[src/tmn_pkg.sv]
// Package for the trimmed mean normalizer: request and result types,
// derived widths and the constant reciprocals used by the pipeline.
// It depends on nothing; every module of the block refers to it.
package tmn_pkg;

  localparam int SAMPLE_BITS = 12;
  localparam int SUM_BITS    = SAMPLE_BITS + 3;
  localparam int MID_BITS    = SAMPLE_BITS + 2;
  localparam int Q10_BITS    = SAMPLE_BITS - 3;
  localparam int NORM_BITS   = 7;
  localparam int NUM_BITS    = SAMPLE_BITS + NORM_BITS;
  localparam int DIV_STEPS   = NORM_BITS;
  localparam int PRE_STAGES  = 5;
  localparam int STAGES      = PRE_STAGES + DIV_STEPS + 2;
  localparam int CFG_INDEX_BITS = 2;

  localparam int SH3     = MID_BITS + 2;
  localparam int R3_BITS = SH3 - 1;
  localparam logic [R3_BITS-1:0] RECIP3 = R3_BITS'((64'd1 << SH3) / 3 + 1);

  localparam int SH10     = SAMPLE_BITS + 4;
  localparam int R10_BITS = SH10 - 3;
  localparam logic [R10_BITS-1:0] RECIP10 = R10_BITS'((64'd1 << SH10) / 10 + 1);

  localparam logic [NORM_BITS-1:0] PCT_FULL = NORM_BITS'(100);
  localparam logic [3:0]           QUANT_STEP = 4'd10;

  localparam logic [CFG_INDEX_BITS-1:0] REG_RANGE_MIN = CFG_INDEX_BITS'(0);
  localparam logic [CFG_INDEX_BITS-1:0] REG_RANGE_MAX = CFG_INDEX_BITS'(1);

  typedef struct packed {
    logic [SAMPLE_BITS-1:0] sample_a;
    logic [SAMPLE_BITS-1:0] sample_b;
    logic [SAMPLE_BITS-1:0] sample_c;
    logic [SAMPLE_BITS-1:0] sample_d;
    logic [SAMPLE_BITS-1:0] sample_e;
  } tmn_in_t;

  typedef struct packed {
    logic [SAMPLE_BITS-1:0] trimmed_mean;
    logic [SAMPLE_BITS-1:0] quantized_level;
    logic [NORM_BITS-1:0]   normalized_level;
    logic                   range_error;
  } tmn_out_t;

endpackage

[src/trimmed_mean_normalizer_top.sv]
// Trimmed mean normalizer: a fourteen-stage pipeline from five samples to
// a percent-of-range level. It depends on tmn_pkg for types and constants.
//
// Usage: a request carries five unsigned samples on sample and is taken at a
// clock edge where sample_valid is high and sample_stall is low. Each request
// gives one result on result, offered with result_valid until an edge where
// result_stall is low. The middle three samples are found as the total less
// the smallest and the largest, averaged, rounded down to a multiple of ten
// and scaled against range_min and range_max by a seven-step restoring
// divider, one quotient bit per stage.
// One request is taken every cycle while sample_stall is low. Empty stages
// close up while the result is stalled, so sample_stall rises only once
// all fourteen stages hold work.
// The calibration registers are written through cfg_valid, cfg_index and
// cfg_data; cfg_ready is always high, and writes belong in idle periods.
// A synchronous rst empties the pipeline and sets range_min to 0 and
// range_max to full scale.
module trimmed_mean_normalizer_top (
  input  logic                                clk,
  input  logic                                rst,
  input  logic                                sample_valid,
  output logic                                sample_stall,
  input  tmn_pkg::tmn_in_t                    sample,
  output logic                                result_valid,
  input  logic                                result_stall,
  output tmn_pkg::tmn_out_t                   result,
  input  logic                                cfg_valid,
  output logic                                cfg_ready,
  input  logic [tmn_pkg::CFG_INDEX_BITS-1:0]  cfg_index,
  input  logic [tmn_pkg::SAMPLE_BITS-1:0]     cfg_data
);

  localparam int SB = tmn_pkg::SAMPLE_BITS;
  localparam int DV = tmn_pkg::PRE_STAGES;
  localparam int LAST = tmn_pkg::STAGES - 1;

  typedef struct packed {
    logic [SB-1:0]                      mean;
    logic [SB-1:0]                      quant;
    logic                               low;
    logic                               high;
    logic                               err;
    logic [tmn_pkg::NUM_BITS-1:0]       rem;
    logic [tmn_pkg::NORM_BITS-1:0]      quo;
  } div_t;

  logic [SB-1:0] range_min;
  logic [SB-1:0] range_max;
  logic [SB-1:0] divisor;

  logic [tmn_pkg::STAGES-1:0] vld;
  logic [tmn_pkg::STAGES-1:0] adv;

  logic [tmn_pkg::SUM_BITS-1:0] s0_sum;
  logic [SB-1:0]                s0_min;
  logic [SB-1:0]                s0_max;
  logic [tmn_pkg::MID_BITS-1:0] s1_mid;
  logic [SB-1:0]                s2_mean;
  logic [SB-1:0]                s3_mean;
  logic [tmn_pkg::Q10_BITS-1:0] s3_q10;
  logic [SB-1:0]                s4_mean;
  logic [SB-1:0]                s4_quant;
  div_t                         dv [tmn_pkg::DIV_STEPS+1];

  logic [SB-1:0] min_ab, min_cd, min_abcd, min_all;
  logic [SB-1:0] max_ab, max_cd, max_abcd, max_all;
  logic [tmn_pkg::SUM_BITS-1:0] sum_all;
  logic [tmn_pkg::MID_BITS+tmn_pkg::R3_BITS-1:0] prod3;
  logic [SB+tmn_pkg::R10_BITS-1:0]               prod10;
  logic [SB-1:0] diff;

  assign cfg_ready = 1'b1;
  assign divisor   = range_max - range_min;

  always_ff @(posedge clk) begin
    if (rst) begin
      range_min <= '0;
      range_max <= '1;
    end else if (cfg_valid && cfg_ready) begin
      unique case (cfg_index)
        tmn_pkg::REG_RANGE_MIN: range_min <= cfg_data;
        tmn_pkg::REG_RANGE_MAX: range_max <= cfg_data;
        default: ;
      endcase
    end
  end

  // A stage may load when it is empty or when the stage after it moves on.
  always_comb begin
    adv[LAST] = !vld[LAST] || !result_stall;
    for (int i = LAST - 1; i >= 0; i--) begin
      adv[i] = !vld[i] || adv[i+1];
    end
  end

  assign sample_stall = !adv[0];
  assign result_valid = vld[LAST];

  always_ff @(posedge clk) begin
    if (rst) begin
      vld <= '0;
    end else begin
      if (adv[0]) begin
        vld[0] <= sample_valid;
      end
      for (int i = 1; i < tmn_pkg::STAGES; i++) begin
        if (adv[i]) begin
          vld[i] <= vld[i-1];
        end
      end
    end
  end

  always_comb begin
    min_ab   = (sample.sample_a < sample.sample_b) ? sample.sample_a : sample.sample_b;
    max_ab   = (sample.sample_a < sample.sample_b) ? sample.sample_b : sample.sample_a;
    min_cd   = (sample.sample_c < sample.sample_d) ? sample.sample_c : sample.sample_d;
    max_cd   = (sample.sample_c < sample.sample_d) ? sample.sample_d : sample.sample_c;
    min_abcd = (min_ab < min_cd) ? min_ab : min_cd;
    max_abcd = (max_ab > max_cd) ? max_ab : max_cd;
    min_all  = (min_abcd < sample.sample_e) ? min_abcd : sample.sample_e;
    max_all  = (max_abcd > sample.sample_e) ? max_abcd : sample.sample_e;
    sum_all  = tmn_pkg::SUM_BITS'(sample.sample_a) + tmn_pkg::SUM_BITS'(sample.sample_b)
             + tmn_pkg::SUM_BITS'(sample.sample_c) + tmn_pkg::SUM_BITS'(sample.sample_d)
             + tmn_pkg::SUM_BITS'(sample.sample_e);
  end

  always_ff @(posedge clk) begin
    if (adv[0]) begin
      s0_sum <= sum_all;
      s0_min <= min_all;
      s0_max <= max_all;
    end
  end

  always_ff @(posedge clk) begin
    if (adv[1]) begin
      s1_mid <= tmn_pkg::MID_BITS'(s0_sum - tmn_pkg::SUM_BITS'(s0_min)
                                          - tmn_pkg::SUM_BITS'(s0_max));
    end
  end

  // Division by three and by ten use a scaled reciprocal that is exact
  // over the whole input range.
  assign prod3 = (tmn_pkg::MID_BITS + tmn_pkg::R3_BITS)'(s1_mid)
               * (tmn_pkg::MID_BITS + tmn_pkg::R3_BITS)'(tmn_pkg::RECIP3);

  always_ff @(posedge clk) begin
    if (adv[2]) begin
      s2_mean <= prod3[tmn_pkg::SH3 +: SB];
    end
  end

  assign prod10 = (SB + tmn_pkg::R10_BITS)'(s2_mean)
                * (SB + tmn_pkg::R10_BITS)'(tmn_pkg::RECIP10);

  always_ff @(posedge clk) begin
    if (adv[3]) begin
      s3_mean <= s2_mean;
      s3_q10  <= prod10[tmn_pkg::SH10 +: tmn_pkg::Q10_BITS];
    end
  end

  always_ff @(posedge clk) begin
    if (adv[4]) begin
      s4_mean  <= s3_mean;
      s4_quant <= SB'(SB'(s3_q10) * SB'(tmn_pkg::QUANT_STEP));
    end
  end

  assign diff = s4_quant - range_min;

  always_ff @(posedge clk) begin
    if (adv[DV]) begin
      dv[0].mean  <= s4_mean;
      dv[0].quant <= s4_quant;
      dv[0].low   <= s4_quant <= range_min;
      dv[0].high  <= s4_quant >= range_max;
      dv[0].err   <= range_max <= range_min;
      dv[0].rem   <= tmn_pkg::NUM_BITS'(diff) * tmn_pkg::NUM_BITS'(tmn_pkg::PCT_FULL);
      dv[0].quo   <= '0;
    end
  end

  for (genvar g = 0; g < tmn_pkg::DIV_STEPS; g++) begin : g_div
    localparam int SHIFT = tmn_pkg::DIV_STEPS - 1 - g;
    logic [tmn_pkg::NUM_BITS-1:0] trial;
    logic                         fits;
    div_t                         step_next;

    always_comb begin
      trial     = tmn_pkg::NUM_BITS'(divisor) << SHIFT;
      fits      = dv[g].rem >= trial;
      step_next = dv[g];
      step_next.quo[SHIFT] = fits;
      if (fits) begin
        step_next.rem = dv[g].rem - trial;
      end
    end

    always_ff @(posedge clk) begin
      if (adv[DV+1+g]) begin
        dv[g+1] <= step_next;
      end
    end
  end

  always_ff @(posedge clk) begin
    if (adv[LAST]) begin
      result.trimmed_mean    <= dv[tmn_pkg::DIV_STEPS].mean;
      result.quantized_level <= dv[tmn_pkg::DIV_STEPS].quant;
      result.range_error     <= dv[tmn_pkg::DIV_STEPS].err;
      if (dv[tmn_pkg::DIV_STEPS].err || dv[tmn_pkg::DIV_STEPS].low) begin
        result.normalized_level <= '0;
      end else if (dv[tmn_pkg::DIV_STEPS].high) begin
        result.normalized_level <= tmn_pkg::PCT_FULL;
      end else begin
        result.normalized_level <= dv[tmn_pkg::DIV_STEPS].quo;
      end
    end
  end

  a_stall_only_when_full: assert property (@(posedge clk) disable iff (rst)
    sample_stall |-> (&vld))
    else $error("Request stalled while a pipeline stage was empty.");

  a_error_gives_zero: assert property (@(posedge clk) disable iff (rst)
    result_valid && result.range_error |-> result.normalized_level == '0)
    else $error("Range error reported with a nonzero level.");

  a_level_in_range: assert property (@(posedge clk) disable iff (rst)
    result_valid |-> result.normalized_level <= tmn_pkg::PCT_FULL)
    else $error("Normalized level above full scale.");

  a_quant_below_mean: assert property (@(posedge clk) disable iff (rst)
    result_valid |-> result.quantized_level <= result.trimmed_mean
      && (result.trimmed_mean - result.quantized_level) < SB'(tmn_pkg::QUANT_STEP))
    else $error("Quantized level is not the mean rounded down to a step.");

endmodule
[config.mk]
export PLATFORM = sky130hd
export DESIGN_NAME = trimmed_mean_normalizer_top
export DESIGN_NICKNAME = d
export VERILOG_FILES = /design/src/tmn_pkg.sv /design/src/trimmed_mean_normalizer_top.sv
export SDC_FILE = /design/constraint.sdc
export NUM_CORES = 1
export LEC_CHECK = 0
export BUFFER_PORTS_ARGS = -buffer_cell sky130_fd_sc_hd__buf_4
export CORE_UTILIZATION = 40
export DETAILED_ROUTE_END_ITERATION = 16
export PLACE_DENSITY = 0.65
export SLEW_MARGIN = 20
export SYNTH_ARGS = -nofsm -noshare
export SYNTH_HDL_FRONTEND = slang
export SYNTH_SLANG_ARGS = --single-unit
[constraint.sdc]
create_clock -name clk -period 8.4 [get_ports clk]
set_input_delay 0.42 -clock clk [delete_from_list [all_inputs] [get_ports clk]]
set_output_delay 0.42 -clock clk [all_outputs]
set_load 0.01 [all_outputs]
Word-level counts from Yosys, hierarchy flattened
Memory sizes are Yosys's and may differ from the RTL's. Cells that the tools add are included.

Memory bits (writable): 424. Bits of input ports: 79. Register bits: 178. Output and inout port bits: 35. Memories kept: 1. Word-level logic and storage cells: 134.

Equal/unequal tests: 1. Reduce and logical (&&, ||, !) cells: 35. $mul: 4. Order comparisons: 16. $add $sub $neg: 15. Mux-type cells: 32.

Memory list: dv (depth 8, bits a word 53, rd ports 8, clocked after memory_dff 0, write ports 8, line trimmed_mean_normalizer_top.sv:63) `div_t dv [tmn_pkg::DIV_STEPS+1];`.

Operators by type and width (number): 19-bit two-way mux (7); 12-bit two-way mux (8); 12-bit less-than comparator (4); 14-bit by 12-bit adder with 14-bit output (2); 14-bit by 12-bit subtractor with 14-bit output (2); 14-bit by 14-bit multiplier with 27-bit output (second input constant) (1); 12-bit > comparator (2); 12-bit <= comparator (2); 12-bit by 12-bit multiplier with 24-bit output (second input constant) (1); 12-bit subtractor (2); 19-bit by 12-bit >= comparator with 1-bit output (1); 19-bit by 13-bit >= comparator with 1-bit output (1); 19-bit by 14-bit >= comparator with 1-bit output (1); 19-bit by 15-bit >= comparator with 1-bit output (1); 19-bit by 16-bit >= comparator with 1-bit output (1); 19-bit by 17-bit >= comparator with 1-bit output (1); 19-bit by 18-bit >= comparator with 1-bit output (1); 19-bit by 12-bit subtractor with 19-bit output (1); 19-bit by 13-bit subtractor with 19-bit output (1); 19-bit by 14-bit subtractor with 19-bit output (1); 19-bit by 15-bit subtractor with 19-bit output (1); 19-bit by 16-bit subtractor with 19-bit output (1); 19-bit by 17-bit subtractor with 19-bit output (1); 19-bit by 18-bit subtractor with 19-bit output (1); 13 further kinds (58).

Longest topological paths before layout
Gate-level depths: netlist (run 1).

Depth after elaboration: 16. Gate-level depth with buffers: 32. Mapped depth without buffers: 28.

Worst setup path after synthesis (run 1)
Ideal clock, no wire load.

Path kind: input to register. From: input sample[38] in the netlist's numbering. To: register s0_max[10], data pin. Path slack: 2.455 ns. Stages: 30. Arrival time: 5.685 ns. Data required time: 8.140 ns. Setup time: 0.260 ns. Path buffers: 4. Path through: inv_1 > ha_1 > o21ai_0 > a211o_1 > a2bb2oi_1 > buf_2 > buf_1 > nor2_1 > a21oi_1 > inv_1 > ha_1 > nor2b_1 > o21ai_0 > nand2b_1 > a21oi_1 > nor3_1 > a2111oi_0 > nor2_1 > buf_1 > mux2i_1 > ha_1 > a21o_1 > a21o_1 > a21o_1 > a21oi_1 > nor2b_1 > o21ai_0 > a211o_1 > buf_1 > mux2_2.

Longest elaborated chain between the ends: 6.

RTL lines: start, declared (line trimmed_mean_normalizer_top.sv:23) `input tmn_pkg::tmn_in_t sample,`; 12-bit less-than comparator (line trimmed_mean_normalizer_top.sv:116) `max_ab = (sample.sample_a < sample.sample_b) ? sample.sample_b : sample.sample_a;`; 12-bit two-way mux * (line trimmed_mean_normalizer_top.sv:116); 12-bit > comparator (line trimmed_mean_normalizer_top.sv:120) `max_abcd = (max_ab > max_cd) ? max_ab : max_cd;`; 12-bit two-way mux * (line trimmed_mean_normalizer_top.sv:120); 12-bit > comparator (line trimmed_mean_normalizer_top.sv:122) `max_all = (max_abcd > sample.sample_e) ? max_abcd : sample.sample_e;`; 12-bit two-way mux * (line trimmed_mean_normalizer_top.sv:122); net max_all[10] (line trimmed_mean_normalizer_top.sv:66) `logic [SB-1:0] max_ab, max_cd, max_abcd, max_all;`; end signal, assigned (line trimmed_mean_normalizer_top.sv:132) `s0_max <= max_all;`; end, declared (line trimmed_mean_normalizer_top.sv:56) `logic [SB-1:0] s0_max;`.

The timed path passes the listed nets; every way through them passes the cells marked *. A chain may end at the register's enable or synchronous reset.

Final worst setup path (run 1)
From: input sample[41] in the netlist's numbering. To: register s0_min[1], data pin.

Longest elaborated chain between the ends: 6.

RTL lines: 12-bit less-than comparator (line trimmed_mean_normalizer_top.sv:115) `min_ab = (sample.sample_a < sample.sample_b) ? sample.sample_a : sample.sample_b;`; 12-bit two-way mux * (line trimmed_mean_normalizer_top.sv:115); 12-bit less-than comparator (line trimmed_mean_normalizer_top.sv:119) `min_abcd = (min_ab < min_cd) ? min_ab : min_cd;`; 12-bit two-way mux * (line trimmed_mean_normalizer_top.sv:119); 12-bit less-than comparator (line trimmed_mean_normalizer_top.sv:121) `min_all = (min_abcd < sample.sample_e) ? min_abcd : sample.sample_e;`; 12-bit two-way mux * (line trimmed_mean_normalizer_top.sv:121); net min_all[1] (line trimmed_mean_normalizer_top.sv:65) `logic [SB-1:0] min_ab, min_cd, min_abcd, min_all;`; end signal, assigned (line trimmed_mean_normalizer_top.sv:131) `s0_min <= min_all;`; end, declared (line trimmed_mean_normalizer_top.sv:55) `logic [SB-1:0] s0_min;`.

Marked as above.

==> results.sh, run 1 <==
export IMPL_ys_warn_count=0
export IMPL_dieHeight_microns=292
export IMPL_max_freq_ghz=0.159
export IMPL_grt_max_degree=50
export IMPL_grt_first_pass_wirelength_mm=113
export IMPL_cts_setup_buffers=0
export IMPL_yosys_area_top_type="edfxtp_1"
export IMPL_clock_path_buffers=3
export IMPL_synth_area_leaders="edfxtp_1 (44%), ha_1 (16%), fa_1 (9.3%), inv_1 (4.0%), xnor2_1 (2.5%)"
export IMPL_cpMaxStageDelayCell="a41oi_2"
export IMPL_hold_path_class="input pin to register"
export IMPL_cp_start_kind="input pin"
export IMPL_status="complete, no violations"
export IMPL_drc=0
export IMPL_crit_arrival_ps=6620
export IMPL_layout_drive_gt1_share_pct=9.81
export IMPL_hold_violations=0
export IMPL_start_util_pct=40.4
export IMPL_core_region_area_sq_um=83400
export IMPL_area_growth_pct=12.0
export IMPL_fin_cells=4067
export IMPL_wire_per_inst_microns=17.5
export IMPL_drt_antenna_violating_nets=0
export IMPL_avgSynthCellArea_sq_um=12.1
export IMPL_ctsHoldBuffers=0
export IMPL_cts_sinks=533
export IMPL_ys_flop_type="edfxtp_1"
export IMPL_ios=114
export IMPL_synthCells=2786
export IMPL_skew_ps=64.2
export IMPL_antenna_cells=0
export IMPL_synth_fp_nets=3464
export IMPL_synth_edff_count=495
export IMPL_end_kind="register"
export IMPL_vias_per_cell=5.03
export IMPL_die_area_sq_um=85300
export IMPL_dp_slack_ps=1590
export IMPL_fin_tns_setup_ps=0
export IMPL_synth_cell_types=75
export IMPL_htree_levels=2
export IMPL_grt_util_all_layers_pct=17.0
export IMPL_gp_congestion=0.910
export IMPL_cts_root_buffer="clkbuf_16"
export IMPL_worst_slack_ps=2130
export IMPL_async_flop_share_pct=0
export IMPL_routed_wl_mm=71.2
export IMPL_clkLatencyLatePin_ps=640
export IMPL_rsz0062_at_grt="no"
export IMPL_cpPeakStageDelay_ps=760
export IMPL_drv_slew=0
export IMPL_cap_violations=0
export IMPL_worstMarginPinSlew_ps=1010
export IMPL_path_common_cell="a21oi_1"
export IMPL_clk_pin_slew_ps=60
export IMPL_timing_final_crit_period_ps=6270
export IMPL_nets=3619
export IMPL_cts_tree="done"
export IMPL_crit_type="input pin to register"
export IMPL_ys_ff_latch=533
export IMPL_drt_iter0_drc=1143
export IMPL_place_inst=3965
export IMPL_synth_most_common_cell="edfxtp_1"
export IMPL_dr_total_vias=20500
export IMPL_cts_buffers=54
export IMPL_grt_overflow=0
export IMPL_synthTopCellsByCount="edfxtp_1 (495), ha_1 (442), inv_1 (361)"
export IMPL_cts_repair_resized=0
export IMPL_timing_final_crit_share_pct=74.7
export IMPL_finalSetupViolations=0
export IMPL_relSlewSlack_pct=32.5
export IMPL_yosysTopAreaCellShare_pct=44.1
export IMPL_ys_seq_area_share_pct=46.4
export IMPL_antenna_found_initial=1
export IMPL_grt_pass1_vias=20500
export IMPL_crit_fanout=26
export IMPL_wl_met3_mm=2.83
export IMPL_topRoutingLayerUsed="met4"
export IMPL_critPathRequiredTime_ps=8740
export IMPL_met2_length_mm=31.4
export IMPL_firstDrtPassIters=5
export IMPL_hpwl_mm=57.0
export IMPL_port_buffers=111
export IMPL_synth_area_sq_um=33700
export IMPL_fp_dieW_microns=292
export IMPL_rows=106
export IMPL_met1_length_mm=35.5
-- path summary, 6_finish.rpt --
check | cells after the start | to | slack (ps) | from
setup reg to reg | 21 | dv[1][127] | 2360 | range_min[1]
hold reg to reg | 0 | dv[0][84] | 360 | dv[0][31]
hold / removal | 2 | range_max[8] | 40 | cfg_data[8]
setup / recovery | 30 | s0_min[1] | 2130 | sample[41]
-- critical path, delay by kind of cell --
family / cells / cell delay, ps
adders and majority gates: 3 / 850
buffers and inverters: 6 / 950
and+or+nand+nor: 1 / 110
muxes: 3 / 1070
AOI/OAI and AO/OA: 17 / 3200
-- flip-flops by register name, indices dropped and copies added, names as in the netlist, 11 cells and up --
register / flops
s4_mean: 12
s4_quant: 11
s2_mean: 12
s1_mid: 14
s3_mean: 12
result: 31
range_min: 12
s0_max: 12
dv: 356
vld: 14
s0_sum: 14
s0_min: 12
range_max: 12
-- metal layers --
layer | global-route usage (%) | vias to the layer above
li1 | - | 10300
met1 | 24.8 | 9774
met2 | 26.7 | 349
met3 | 2.08 | 87
met4 | 4.20 | 0
met5 | 0 | -
-- layout by cell type, fill, tap and decap left out, types with 10 or more instances in the layout --
cell type,netlist,final
ha_1,442,442
o31ai_1,10,10
o21ai_0,88,88
dfxtp_1,38,38
o21bai_1,17,17
o21a_1,34,34
a21o_1,51,51
nor2_1,201,201
nor4_1,10,10
edfxtp_1,495,495
inv_1,361,358
clkbuf_1,24,10
xnor2_1,96,96
nor2b_1,31,31
clkbuf_8,0,14
nand2b_1,24,24
mux2_4,10,10
mux2_2,30,30
nand4_1,28,28
nand2_1,104,101
clkinv_2,0,10
xor2_1,46,46
fa_1,157,157
buf_4,3,137
clkbuf_16,0,54
a21boi_0,12,12
a211o_1,17,17
nor3_1,60,60
nand3_1,34,33
or2_2,13,13
mux2i_1,52,52
o211ai_1,10,10
or3_1,10,10
a21oi_1,166,166
-- metrics by stage --
stage,instance area (sq um),util [%],hold slack (ps)
floorplan,33700,-,400
global placement,35900,43.0,400
detailed placement,35900,43.0,405
CTS,37700,45.2,3.12
global route,37700,45.2,33.3
finish,37700,45.2,40.1
-- cell families after synthesis --
kind of cell / count (synthesis) / share of synthesized area (%)
and+or+nand+nor: 553 / 7.77
other: 2 / 0.0223
adders and majority gates: 599 / 25.8
xor gates and xnor gates: 142 / 3.69
DFF: 533 / 46.4
AOI/OAI and AO/OA: 464 / 8.76
buffers and inverters: 400 / 4.56
muxes: 93 / 3.03
-- area by class of cell --
| cell class | instances | area [sq um] |
|---|---|---|
| fill | 7506 | 45700 |
| multi-input combinational | 1853 | 16500 |
| sequential | 533 | 15600 |
| clock buffer | 78 | 1580 |
| inverter | 362 | 1360 |
| tap | 1080 | 1350 |
| timing repair buffer | 137 | 1030 |
| clock inverter | 24 | 240 |
Power of run 1 is not shown: default switching activity piles up to over one toggle a cycle in this logic, so the estimate is an artifact.
==> run 2, diff against run 1 <==
--- a/config.mk
+++ b/config.mk
@@ -5,6 +5,7 @@
 export SDC_FILE = /design/constraint.sdc
 export NUM_CORES = 1
 export LEC_CHECK = 0
+export ABC_AREA = 1
 export BUFFER_PORTS_ARGS = -buffer_cell sky130_fd_sc_hd__buf_4
 export CORE_UTILIZATION = 40
 export DETAILED_ROUTE_END_ITERATION = 16
==> constraint.sdc (replaced) <==
create_clock -name clk -period 6.4 [get_ports clk]
set_input_delay 0.32 -clock clk [delete_from_list [all_inputs] [get_ports clk]]
set_output_delay 0.32 -clock clk [all_outputs]
set_load 0.01 [all_outputs]
==> run 2 against run 1 <==
Net effect: via count rose by 3.3%; worst hold slack improved by 20 ps; synthesized cell count rose by 7.4%; setup slack got worse by 1100 ps; core utilization rose by 0.47 points; count of clock-buffer cells in the layout fell by 19; final cell count rose by 5.2%; sequential cell count did not move.
==> results.sh, run 2 <==
export IMPL_drt_iter0_drc=1262
export IMPL_cp_start_kind="register"
export IMPL_clk_pin_slew_ps=60
export IMPL_fp_dieW_microns=291
export IMPL_yosys_area_top_type="edfxtp_1"
export IMPL_cts_repair_resized=0
export IMPL_clock_path_buffers=3
export IMPL_die_area_sq_um=84400
export IMPL_ys_ff_latch=533
export IMPL_timing_final_crit_period_ps=5370
export IMPL_drc=0
export IMPL_worstMarginPinSlew_ps=1070
export IMPL_cap_violations=0
export IMPL_async_flop_share_pct=0
export IMPL_cts_setup_buffers=0
export IMPL_grt_first_pass_wirelength_mm=113
export IMPL_firstDrtPassIters=5
export IMPL_cts_sinks=533
export IMPL_timing_final_crit_share_pct=83.9
export IMPL_cts_buffers=53
export IMPL_hold_violations=0
export IMPL_nets=3839
export IMPL_relSlewSlack_pct=28.7
export IMPL_critPathRequiredTime_ps=6750
export IMPL_vias_per_cell=4.94
export IMPL_final_common_cell="edfxtp_1"
export IMPL_ys_flop_type="edfxtp_1"
export IMPL_synth_area_sq_um=33300
export IMPL_clkLatencyLatePin_ps=620
export IMPL_fin_tns_setup_ps=0
export IMPL_cts_root_buffer="clkbuf_16"
export IMPL_dr_total_vias=21100
export IMPL_htree_levels=2
export IMPL_dieHeight_microns=291
export IMPL_area_growth_pct=12.8
export IMPL_fin_cells=4277
export IMPL_end_kind="register"
export IMPL_crit_fanout=20
export IMPL_grt_max_degree=53
export IMPL_finish_instance_area_sq_um=37600
export IMPL_holdPathStages=3
export IMPL_antenna_found_initial=3
export IMPL_core_region_area_sq_um=82200
export IMPL_avgSynthCellArea_sq_um=11.1
export IMPL_dpl_cell_area_sq_um=35600
export IMPL_gp_congestion=0.914
export IMPL_hold_path_class="input pin to register"
export IMPL_wire_per_inst_microns=16.5
export IMPL_largest_reg_flops=356
export IMPL_routed_wl_mm=70.6
export IMPL_ios=114
export IMPL_synthTopCellsByCount="edfxtp_1 (495), ha_1 (442), inv_1 (427)"
export IMPL_crit_arrival_ps=5720
export IMPL_skew_ps=31.8
export IMPL_ys_warn_count=0
export IMPL_start_util_pct=40.5
export IMPL_reg_largest_list="dv (356), result (31)"
export IMPL_grt_pass1_vias=21400
export IMPL_finalSetupViolations=0
export IMPL_synthCells=2991
export IMPL_yosysTopAreaCellShare_pct=44.6
export IMPL_synth_cell_types=54
export IMPL_top_register="dv"
export IMPL_r2r_cells=19
export IMPL_grt_util_all_layers_pct=17.0
export IMPL_drt_antenna_violating_nets=0
export IMPL_r2r_setup_slack_ps=1030
export IMPL_place_inst=4162
export IMPL_crit_type="register to register"
export IMPL_rsz0062_at_grt="no"
export IMPL_synth_edff_count=495
export IMPL_hpwl_mm=56.0
export IMPL_port_buffers=111
export IMPL_synth_most_common_cell="edfxtp_1"
export IMPL_cts_tree="done"
export IMPL_mostFrequentLayoutCells="edfxtp_1 (495), ha_1 (442), inv_1 (427)"
export IMPL_drv_slew=0
export IMPL_grt_overflow=0
export IMPL_max_freq_ghz=0.186
export IMPL_rows=105
export IMPL_synth_fp_nets=3669
export IMPL_status="complete, no violations"
export IMPL_synth_area_leaders="edfxtp_1 (45%), ha_1 (17%), fa_1 (9.4%), inv_1 (4.8%), nand2_1 (4.3%)"
export IMPL_ys_seq_area_share_pct=46.9
export IMPL_layout_drive_gt1_share_pct=8.43
[run 2: cell types whose count changed after synthesis, sizes merged, moves of 31 or more]
| cell | before | now |
|---|---|---|
| o21ai | 89 | 160 |
| a21oi | 167 | 263 |
| mux2i | 52 | 0 |
| a21o | 51 | 9 |
| xor2 | 46 | 94 |
| nand3 | 34 | 73 |
| nor2b | 31 | 0 |
| o21a | 34 | 2 |
| nor3 | 60 | 21 |
| inv | 361 | 444 |
| mux2 | 41 | 4 |
| nand2 | 104 | 385 |
[run 2: cells by family (layout without fill, tap and decap cells)]
kind of cell | count (synthesis) | in the layout | share of synthesized area, %
flops | 533 | 533 | 46.9
xor+xnor | 165 | 165 | 4.34
buf+inv | 486 | 699 | 5.54
fa+ha+maj | 599 | 599 | 26.0
other cells | 2 | 5 | 0.0225
mux | 4 | 4 | 0.135
compound gates | 510 | 510 | 8.37
simple gates | 692 | 692 | 8.65
[run 2: worst max-delay path: stages, from the launching register on]
cell and delay [ps]:
dfxtp_1 540, ha_1 220, inv_1 60, fa_1 400
nand3_1 90, and2_1 180, nor3_1 50, a2111oi_0 690
o21ai_0 270, xor2_1 480, buf_4 300, ha_1 240
nand2_1 120, nor4_1 420, a41oi_1 240, nand2_2 230
inv_2 170, nor2_2 150, nand3_1 100, xnor2_1 130
[run 2: what timing repair did]
item                                    CTS  global route
endpoints found under the setup margin    0             0
hold buffers                             14             0
hold endpoints to repair                 26             0
[run 2: layout make-up]
class                   count  area (sq um)
fillers                  7546         44700
multi-input cells        1972         15900
flip-flops and latches    533         15600
inverters                 445          1690
clock buffers              59          1350
well taps                1070          1340
repair buffers            156          1210
clock inverters            39           512
diodes                      3          7.51
[run 2: path summary, 6_finish.rpt]
kind	to	start
min reg2reg	dv[1][41]	dv[0][200]
min	s0_min[11]	sample[11]
max	dv[1][130]	range_min[0]
max reg2reg	dv[1][130]	range_min[0]
[run 2: per-stage QoR]
stage / setup slack, ps / hold WS [ps] / util [%]
2_1_floorplan: 69.8 / 389 / -
3_3_place_gp: 822 / 400 / 43.3
3_5_place_dp: 702 / 405 / 43.3
4_1_cts: 1010 / 24.1 / 45.7
5_1_grt: 629 / 59.7 / 45.7
6_report: 1030 / 59.9 / 45.7
[run 2: layer usage]
layer	GRT usage [%]	routed length, microns
met5	0	0
met4	5.76	2350
met3	2.89	3550
met2	29.1	33600
met1	21.9	31100
Power of run 2 is left out for the same reason.
